[src/rtl/core/btmx_pkg.sv]
// Shared codes, defaults and command and status structures for the binary trie maximum-XOR block.
package btmx_pkg;

  localparam int NODE_COUNT_DEF = 4096;
  localparam int KEY_BITS_DEF   = 32;

  localparam logic [1:0] KIND_INSERT = 2'd0;
  localparam logic [1:0] KIND_QUERY  = 2'd1;
  localparam logic [1:0] KIND_CLEAR  = 2'd2;

  localparam logic [1:0] ST_OK    = 2'd0;
  localparam logic [1:0] ST_EMPTY = 2'd1;
  localparam logic [1:0] ST_FULL  = 2'd2;

  typedef struct packed {
    logic       load;
    logic       clear;
    logic       step;
    logic       ins;
    logic       publish;
    logic [1:0] pub_status;
  } btmx_cmd_t;

  typedef struct packed {
    logic full;
    logic empty;
    logic stop;
  } btmx_sts_t;

endpackage

[src/rtl/core/btmx_ctrl.sv]
// Controller state machine: sequences accept, per-level walk and result transfer.
module btmx_ctrl #(
  parameter int KEY_BITS = btmx_pkg::KEY_BITS_DEF,
  localparam int LW      = (KEY_BITS > 1) ? $clog2(KEY_BITS) : 1
) (
  input  logic                 clk,
  input  logic                 rst_n,
  input  logic                 in_valid,
  input  logic [1:0]           in_kind,
  output logic                 in_stall,
  output logic                 out_valid,
  input  logic                 out_stall,
  input  btmx_pkg::btmx_sts_t  sts,
  output btmx_pkg::btmx_cmd_t  cmd,
  output logic [LW-1:0]        lvl
);
  import btmx_pkg::*;

  localparam logic [1:0] S_IDLE = 2'd0;
  localparam logic [1:0] S_WALK = 2'd1;
  localparam logic [1:0] S_FIN  = 2'd2;

  logic [1:0]    state_r, state_nxt;
  logic [LW-1:0] lvl_r, lvl_nxt;
  logic          ins_r, ins_nxt;
  logic [1:0]    status_r, status_nxt;
  logic          out_valid_r, out_valid_nxt;

  always_comb begin
    state_nxt      = state_r;
    lvl_nxt        = lvl_r;
    ins_nxt        = ins_r;
    status_nxt     = status_r;
    cmd            = '0;
    cmd.ins        = ins_r;
    cmd.pub_status = status_r;

    case (state_r)
      S_IDLE: begin
        if (in_valid) begin
          cmd.load   = 1'b1;
          lvl_nxt    = LW'(KEY_BITS - 1);
          ins_nxt    = (in_kind == KIND_INSERT);
          status_nxt = ST_OK;
          state_nxt  = S_FIN;
          case (in_kind)
            KIND_INSERT: begin
              if (sts.full) begin
                status_nxt = ST_FULL;
              end else begin
                state_nxt = S_WALK;
              end
            end
            KIND_QUERY: begin
              if (sts.empty) begin
                status_nxt = ST_EMPTY;
              end else begin
                state_nxt = S_WALK;
              end
            end
            KIND_CLEAR: begin
              cmd.clear = 1'b1;
            end
            default: begin
            end
          endcase
        end
      end
      S_WALK: begin
        cmd.step = 1'b1;
        if ((lvl_r == '0) || sts.stop) begin
          state_nxt = S_FIN;
        end else begin
          lvl_nxt = lvl_r - LW'(1);
        end
      end
      S_FIN: begin
        if (!out_valid_r || !out_stall) begin
          cmd.publish = 1'b1;
          state_nxt   = S_IDLE;
        end
      end
      default: begin
        state_nxt = S_IDLE;
      end
    endcase

    out_valid_nxt = cmd.publish || (out_valid_r && out_stall);
  end

  always_ff @(posedge clk) begin
    if (!rst_n) begin
      state_r     <= S_IDLE;
      lvl_r       <= '0;
      ins_r       <= 1'b0;
      status_r    <= ST_OK;
      out_valid_r <= 1'b0;
    end else begin
      state_r     <= state_nxt;
      lvl_r       <= lvl_nxt;
      ins_r       <= ins_nxt;
      status_r    <= status_nxt;
      out_valid_r <= out_valid_nxt;
    end
  end

  assign in_stall  = (state_r != S_IDLE);
  assign out_valid = out_valid_r;
  assign lvl       = lvl_r;

  a_result_from_fin: assert property (@(posedge clk) disable iff (!rst_n)
    $rose(out_valid_r) |-> ($past(state_r) == S_FIN))
    else $error("A result appeared without passing through the finish state.");

  a_level_descends: assert property (@(posedge clk) disable iff (!rst_n)
    ((state_r == S_WALK) && ($past(state_r) == S_WALK)) |->
      (lvl_r == $past(lvl_r) - LW'(1)))
    else $error("The walk did not descend exactly one level.");

  a_accept_leaves_idle: assert property (@(posedge clk) disable iff (!rst_n)
    ((state_r == S_IDLE) && in_valid) |=> (state_r != S_IDLE))
    else $error("An accepted item did not start processing.");

endmodule

[config.mk]
export PLATFORM = sky130hd
export DESIGN_NAME = btmx_ctrl
export DESIGN_NICKNAME = d
export VERILOG_FILES = /design/src/rtl/core/btmx_pkg.sv /design/src/rtl/core/btmx_ctrl.sv
export SDC_FILE = /design/constraint.sdc
export NUM_CORES = 1
export LEC_CHECK = 0
export BUFFER_PORTS_ARGS = -buffer_cell sky130_fd_sc_hd__buf_2
export CORE_MARGIN = 1.5
export CORE_UTILIZATION = 45
export DETAILED_ROUTE_END_ITERATION = 6
export GPL_TIMING_DRIVEN = 0
export PLACE_DENSITY = 0.73
export SETUP_SLACK_MARGIN = 0.3
export SYNTH_ARGS = -nofsm -noshare
export SYNTH_HDL_FRONTEND = slang
export SYNTH_SLANG_ARGS = --single-unit
[constraint.sdc]
create_clock -name clk -period 4.4 [get_ports clk]
set_clock_uncertainty 0.1 [all_clocks]
set_input_delay 0 -clock clk [delete_from_list [all_inputs] [get_ports clk]]
set_output_delay 0 -clock clk [all_outputs]
set_load 0.01 [all_outputs]
==> results of run 1 <==
-- cell usage in the layout, fill, tap and decap left out, drive strengths merged, types with 2 or more instances in the layout --
cell type    netlist  routed
nor4               2       2
or3b               2       2
nor3b              2       2
o311a              2       2
or4b               2       2
dlygate4sd3        0      10
buf                1      23
nand2              5       5
dfxtp             11      11
inv                4       4
nor2               3       3
clkbuf             1       5
nand3              2       2
a21oi              6       6
a211oi             4       4
-- power breakdown --
group	internal (mW)	leakage (nW)	switching, mW
logic	0.0327	0.274	0.0321
registers	0.107	0.0907	0.00947
clock network	0.0350	0.0150	0.0373
-- cells in the mapped netlist --
cell | number | area (um2)
nor2_1 | 3 | 11.26
nand3b_1 | 1 | 7.510
ha_1 | 1 | 12.51
clkbuf_1 | 1 | 3.750
nor3_1 | 1 | 5.000
buf_4 | 1 | 7.510
and3b_2 | 1 | 10.01
and3_1 | 1 | 6.260
nor3b_1 | 2 | 15.01
and2_4 | 1 | 8.760
dfxtp_1 | 11 | 220.2
nor2b_1 | 1 | 6.260
a211oi_1 | 3 | 22.52
a21oi_1 | 6 | 30.03
nand4b_1 | 1 | 8.760
mux2_4 | 1 | 15.01
clkinv_2 | 1 | 5.000
a211oi_2 | 1 | 12.51
nor4_2 | 1 | 12.51
nor4_1 | 1 | 6.260
nand2_1 | 5 | 18.77
or4b_4 | 2 | 27.53
or3b_1 | 1 | 8.760
o311a_1 | 2 | 20.02
or3b_2 | 1 | 8.760
o21a_1 | 1 | 7.510
inv_1 | 4 | 15.01
o41ai_1 | 1 | 8.760
nand3_1 | 2 | 10.01
o21ai_0 | 1 | 5.000
o31ai_1 | 1 | 7.510
nand2b_1 | 1 | 6.260
or2_2 | 1 | 6.260
nor4b_1 | 1 | 8.760
-- worst paths after layout --
kind / startpoint / end / slack [ns] / depth (start not counted)
worst max-delay path: state_r[1]$_SDFFE_PN0P_ / status_r[0]$_SDFFE_PN0P_ / 2.32 / 6
worst min-delay path: ins_r$_SDFFE_PN0P_ / ins_r$_SDFFE_PN0P_ / 0.36 / 2
worst max register to register: state_r[1]$_SDFFE_PN0P_ / status_r[0]$_SDFFE_PN0P_ / 2.32 / 6
worst min register to register: ins_r$_SDFFE_PN0P_ / ins_r$_SDFFE_PN0P_ / 0.36 / 2
-- sequential cells by signal, indices dropped and copies added (netlist names) --
register,count
status_r,2
out_valid,1
lvl,5
ins_r,1
state_r,2
-- stage by stage --
step | area, um2 | setup slack, ns | std cells | power [mW]
final | 839.6 | 2.317 | 114 | 0.2541
after global routing | 839.6 | 2.250 | 114 | 0.2675
after CTS | 839.6 | 2.329 | 114 | 0.2538
after detailed placement | 713.2 | 2.614 | 100 | 0.1771
after global placement | 713.2 | 2.619 | 100 | 0.1757
after floorplan | 585.6 | 2.668 | 64 | 0.1547
-- worst max-delay path, cell delays in order (launching register included) --
cell           delay [ns]
dfxtp_1              0.38
or3b_1               0.38
clkbuf_1             0.20
clkinv_2             0.15
nand4b_1             0.10
dlygate4sd3_1        0.57
a21oi_1              0.14
-- layout make-up --
type                       count  area [um2]
timing repair buffer          32       210.2
tap                           14       17.52
sequential                    11       220.2
multi-input combinational     46       334.1
fill                          93       316.6
clock buffer                   4       26.28
buffer                         2       11.26
inverter                       5       20.02
-- logic make-up after synthesis --
logic type      share of synthesized area [%]
compound gates                          19.44
simple gates                            32.91
buf+inv                                 5.340
flops                                   37.61
mux                                     2.563
fa+ha+maj                               2.136
-- repair_timing --
action                                  CTS  global route
hold buffers                             10             0
endpoints found under the setup margin    0             0
setup buffers                             0             0
hold endpoints to repair                  8             0
-- layer usage --
metal | up-vias | track usage (%) | part of all wire (%) | wire length, um
met3 | 6 | 5.780 | 3.7 | 57
met1 | 302 | 27.08 | 45 | 694
li1 | 312 | - | - | -
met4 | 0 | 10.34 | 1.8 | 28
met2 | 19 | 38.75 | 49 | 751
met5 | - | 0 | 0 | 0
==> metrics.md, run 1 <==
| Metric | Value |
|---|---|
| DR WL/cell | `between 10 and 15 um` |
| Critical path class | `flip-flop to flip-flop` |
| Syn nets | `74` |
| Hpwl dp | `around 970 um` |
| Post-DRT Antenna Nets | `0` |
| Achievable frequency | `roughly 0.48 GHz` |
| Clock sinks | `11` |
| Register area share after synthesis | `between 30 and 40%` |
| Initial antenna violation count | `0` |
| Peak supply drop | `between 0.2 and 0.25 mV` |
| Root buf cell | `clkbuf_4` |
| Max_cap viols | `0` |
| Mean Syn Cell Area | `~9.1 um2` |
| Largest net degree at the start of global routing | `10` |
| Worst-margin pin slew | `between 0.5 and 0.6 ns` |
| CTS tree | `done` |
| Starting Density | `between 50% and 60%` |
| Synthesized instance count | `64` |
| Relative slew margins | `between 60% and 70%` |
| Worst EP arrival | `around 2.2 ns` |
| Placeable core area | `1156 um2` |
| # rows | `12` |
| Chip height | `about 39 um` |
| Layout Utilization | `about 73%` |
| Remaining DRCs | `0` |
| Status | `completed` |
| Global route overflow | `0` |
| Via density | `about 5.6` |
| DR pass1 iterations | `4` |
| Yosys cell types | `34` |
| Drt total wl | `approximately 1500 um` |
| Worst EP required | `4.50 ns` |
| H-tree depth reported by CTS | `1` |
| Vias | `around 640` |
| Startpoint types | `flip-flop` |
| Unrepaired setup endpoints after global routing | `no` |
| Clock latency on the worst-skew pair | `~0.27 ns` |
| Final max-slew violation count | `0` |
| Min-delay worst type | `flip-flop to flip-flop` |
| Fin nets | `111` |
| Peak fanout along the critical path | `8` |
| Ys Warns | `0` |
| Vias in the first global route | `approximately 570` |
| Hold Slack | `between 0.3 and 0.4 ns` |
| Final setup fails | `0` |
| Minimum clock period | `approximately 2.1 ns` |
| RePlAce Congestion | `between 0.7 and 0.8` |
| Post-CTS sizing | `0` |
| CTS clk-pin slew, worst paths | `about 0.080 ns` |
| Final Hold Fails | `0` |
| Post-route clock period utilization | `a little under half` |
| CP Capture Type | `flip-flop` |
| I/O Buffers | `22` |
| Seq cells post-synth | `11` |
| Initial DRC Count | `5` |
| Die X | `39.07 um` |
| Ports | `23` |
| Final setup TNS | `0 ns` |
| First-pass GRT wire length | `roughly 2300 um` |
| Pwr dens | `about 300 nW/um2` |
| Layout cell share with drive strength beyond 1 | `around 36%` |
| Total GRT Usage | `a little under a quarter` |
| CTS buffer count | `3` |
| P&R area growth vs syn | `43.38%` |
| Post-synthesis instance area | `roughly 600 um2` |
| CTS max path bufs | `2` |
| Lkg Pwr | `approximately 0.38 nW` |
| Die Area | `around 1500 um2` |
| N_diodes | `0` |
(Power assumes the default switching activity.)
==> inputs of run 2 (changes only) <==
clock period = 2 ns   (was 4.4 ns; I/O delays follow)
==> metrics.md, run 2 (synthesis results as in run 1) <==
| Metric | Value |
|---|---|
| # rows | `12 (unchanged)` |
| Post-route cell area | `870.8 um2 (was 839.6 um2)` |
| Critical path class | `flip-flop to flip-flop (unchanged)` |
| Drt total wl | `1583 um (was 1532 um)` |
| CP top delay family | `simple AND/OR/NAND/NOR gates (was buffers and inverters)` |
| RR Endpoint | `lvl[1]$_SDFFE_PN0P_ (was status_r[0]$_SDFFE_PN0P_)` |
| Worst path bufs/invs | `1 (was 3)` |
| Pwr dens | `664.7 nW/um2 (was 302.7 nW/um2)` |
| Achievable frequency | `0.5878 GHz (was 0.4800 GHz)` |
| Fin nets | `112 (was 111)` |
| Final Hold Fails | `0 (unchanged)` |
| CTS max path bufs | `2 (unchanged)` |
| Hpwl dp | `941.1 um (was 973.7 um)` |
| Met3 routed WL | `84 um (was 57 um)` |
| Worst EP required | `2.05 ns (was 4.50 ns)` |
| Lkg Pwr | `0.3974 nW (was 0.3799 nW)` |
| Clock sinks | `11 (unchanged)` |
| Clock latency on the worst-skew pair | `0.28 ns (was 0.27 ns)` |
| Vias in the first global route | `541 (was 568)` |
| Final Instance Count excl. Fillers | `115 (was 114)` |
| I/O Buffers | `22 (unchanged)` |
| Final max-slew violation count | `0 (unchanged)` |
| Relative slew margins | `65.60% (was 62.81%)` |
| Total GRT Usage | `23.35% (was 23.06%)` |
| Post-route clock period utilization | `85.06% (was 47.34%)` |
| Top routing layer in use | `met4 (unchanged)` |
| Commonest non-fill, non-tap cell in the layout | `buf_2 (unchanged)` |
| Largest net degree at the start of global routing | `10 (unchanged)` |
| Routed met1 length | `695 um (was 694 um)` |
| Vias | `652 (was 639)` |
| Layout Utilization | `75.32% (was 72.62%)` |
| Hold_sp | `status_r[1]$_SDFFE_PN0P_ (was ins_r$_SDFFE_PN0P_)` |
| Via density | `5.670 (was 5.605)` |
| Cells on worst reg2reg path | `5 (was 6)` |
| CTS clk-pin slew, worst paths | `0.07 ns (was 0.08 ns)` |
| Chip height | `39.07 um (unchanged)` |
| Most frequent cells in the layout | `buf_2 (22), dlygate4sd3_1 (8), dfxtp_1 (7), a21oi_1 (6), nand2_1 (5) (was buf_2 (22), dfxtp_1 (11), dlygate4sd3_1 (10), a21oi_1 (6), nand2_1 (5))` |
| Die X | `39.07 um (unchanged)` |
| Peak supply drop | `0.5689 mV (was 0.2085 mV)` |
| Peak fanout along the critical path | `5 (was 8)` |
| H-tree depth reported by CTS | `1 (unchanged)` |
| Root buf cell | `clkbuf_4 (unchanged)` |
| Status | `completed (unchanged)` |
| RePlAce Congestion | `0.7627 (was 0.7787)` |
| DR WL/cell | `13.77 um (was 13.44 um)` |
| Crit-path cells | `inv_4, ha_4, or4b_4, and2_4, o311a_1 (was or3b_1, clkbuf_1, clkinv_2, nand4b_1, dlygate4sd3_1, a21oi_1)` |
| N_diodes | `0 (unchanged)` |
| Ports | `23 (unchanged)` |
| Wire length on met2 | `786 um (was 751 um)` |
| Remaining DRCs | `0 (unchanged)` |
| DR pass1 iterations | `4 (unchanged)` |
| Placeable core area | `1156 um2 (unchanged)` |
| Initial DRC Count | `18 (was 5)` |
| CP Capture Type | `flip-flop (unchanged)` |
| Max_cap viols | `0 (unchanged)` |
| Layout cell share with drive strength beyond 1 | `47.52% (was 36.00%)` |
| Die Area | `1526 um2 (unchanged)` |
| Post-DRT Antenna Nets | `0 (unchanged)` |
| Final setup TNS | `0 ns (unchanged)` |
| Hold Slack | `0.3602 ns (was 0.3598 ns)` |
| Largest register FFs | `5 (unchanged)` |
| Startpoint types | `flip-flop (unchanged)` |
| Cell Area, Placed | `730.7 um2 (was 713.2 um2)` |
| Starting Density | `50.65% (unchanged)` |
| CTS tree | `done (unchanged)` |
| CP peak stage delay | `0.49 ns (was 0.57 ns)` |
| Initial antenna violation count | `0 (unchanged)` |
| P&R area growth vs syn | `48.72% (was 43.38%)` |
| Hold Crit Depth | `2 (unchanged)` |
| Global route overflow | `0 (unchanged)` |
| Worst EP arrival | `1.76 ns (was 2.18 ns)` |
| CTS buffer count | `3 (unchanged)` |
| First-pass GRT wire length | `2366 um (was 2332 um)` |
| Final setup fails | `0 (unchanged)` |
| Min-delay worst type | `flip-flop to flip-flop (unchanged)` |
| Worst-margin pin slew | `0.5148 ns (was 0.5566 ns)` |
| Post-Place Cells | `100 (unchanged)` |
| Hold EP | `status_r[1]$_SDFFE_PN0P_ (was ins_r$_SDFFE_PN0P_)` |
| Unrepaired setup endpoints after global routing | `yes (was no)` |
| Worst r2r src | `lvl[0]$_SDFFE_PN0P_ (was state_r[1]$_SDFFE_PN0P_)` |
| Minimum clock period | `1.701 ns (was 2.083 ns)` |
| R2r setup slk | `0.30 ns (was 2.32 ns)` |
| Critical-path top delay cell | `or4b_4 (was dlygate4sd3_1)` |
run 2: cell count changes in the layout (fill, tap and decap cells not counted), moves of 2 or more:
cell           delta
inv_1             -2
dfxtp_2           +3
dlygate4sd3_1     -2
buf_4             +3
dfxtp_1           -4
run 2: how the worst max path moves through the flow:
| stage | cells after the start | end | startpoint | slack (ns) |
|---|---|---|---|---|
| after floorplan | 5 | lvl[1]$_SDFFE_PN0P_ | lvl[1]$_SDFFE_PN0P_ | 0.31 |
| after global placement | 5 | lvl[1]$_SDFFE_PN0P_ | lvl[1]$_SDFFE_PN0P_ | 0.26 |
| after detailed placement | 5 | lvl[1]$_SDFFE_PN0P_ | lvl[1]$_SDFFE_PN0P_ | 0.26 |
| after CTS | 5 | lvl[1]$_SDFFE_PN0P_ | lvl[0]$_SDFFE_PN0P_ | 0.32 |
| after global routing | 5 | lvl[1]$_SDFFE_PN0P_ | lvl[0]$_SDFFE_PN0P_ | 0.27 |
| final | 5 | lvl[1]$_SDFFE_PN0P_ | lvl[0]$_SDFFE_PN0P_ | 0.30 |
run 2: worst reg2reg max path: stages (launching register included):
cell and delay (ns):
dfxtp_4 0.35, inv_4 0.05, ha_4 0.12, or4b_4 0.49, and2_4 0.18, o311a_1 0.29
run 2: final cells by class:
class | instances | area, um2
Timing Repair Buffer | 33 | 212.7
Multi-Input combinational cell | 46 | 351.6
Fill cell | 77 | 285.3
Tap cell | 14 | 17.52
Buffer | 2 | 12.51
Inverter | 5 | 22.52
Clock buffer | 4 | 26.28
Sequential cell | 11 | 227.7
run 2: repair_timing:
action | in CTS | in global routing
hold endpoints to repair | 8 | 0
buffers inserted | 3 | 0
setup endpoints to repair | 3 | 5
pin swaps | 1 | 0
cloned | 0 | 0
gates resized for setup | 3 | 3
hold buffers | 8 | 0
run 2: per-layer routing:
layer  global-route usage [%]  up-vias
li1                         -      316
met1                    29.02      308
met2                    37.92       26
met4                    7.759        0
met3                    6.936        2
met5                        0        -
run 2: power breakdown:
part	total, mW	internal (mW)	leakage [nW]	switching (mW)
clock	0.158	0.0774	0.0150	0.0804
combinational	0.162	0.0842	0.290	0.0776
sequential	0.259	0.238	0.0923	0.0214
total	0.579	0.399	0.397	0.179
run 2: stage by stage:
stage               power (mW)  worst slack (ns)
finish                  0.5789            0.2987
CTS                     0.5741            0.3173
global route            0.6061            0.2689
detailed placement      0.3963            0.2622
floorplan               0.3460            0.3071
global placement        0.3939            0.2612
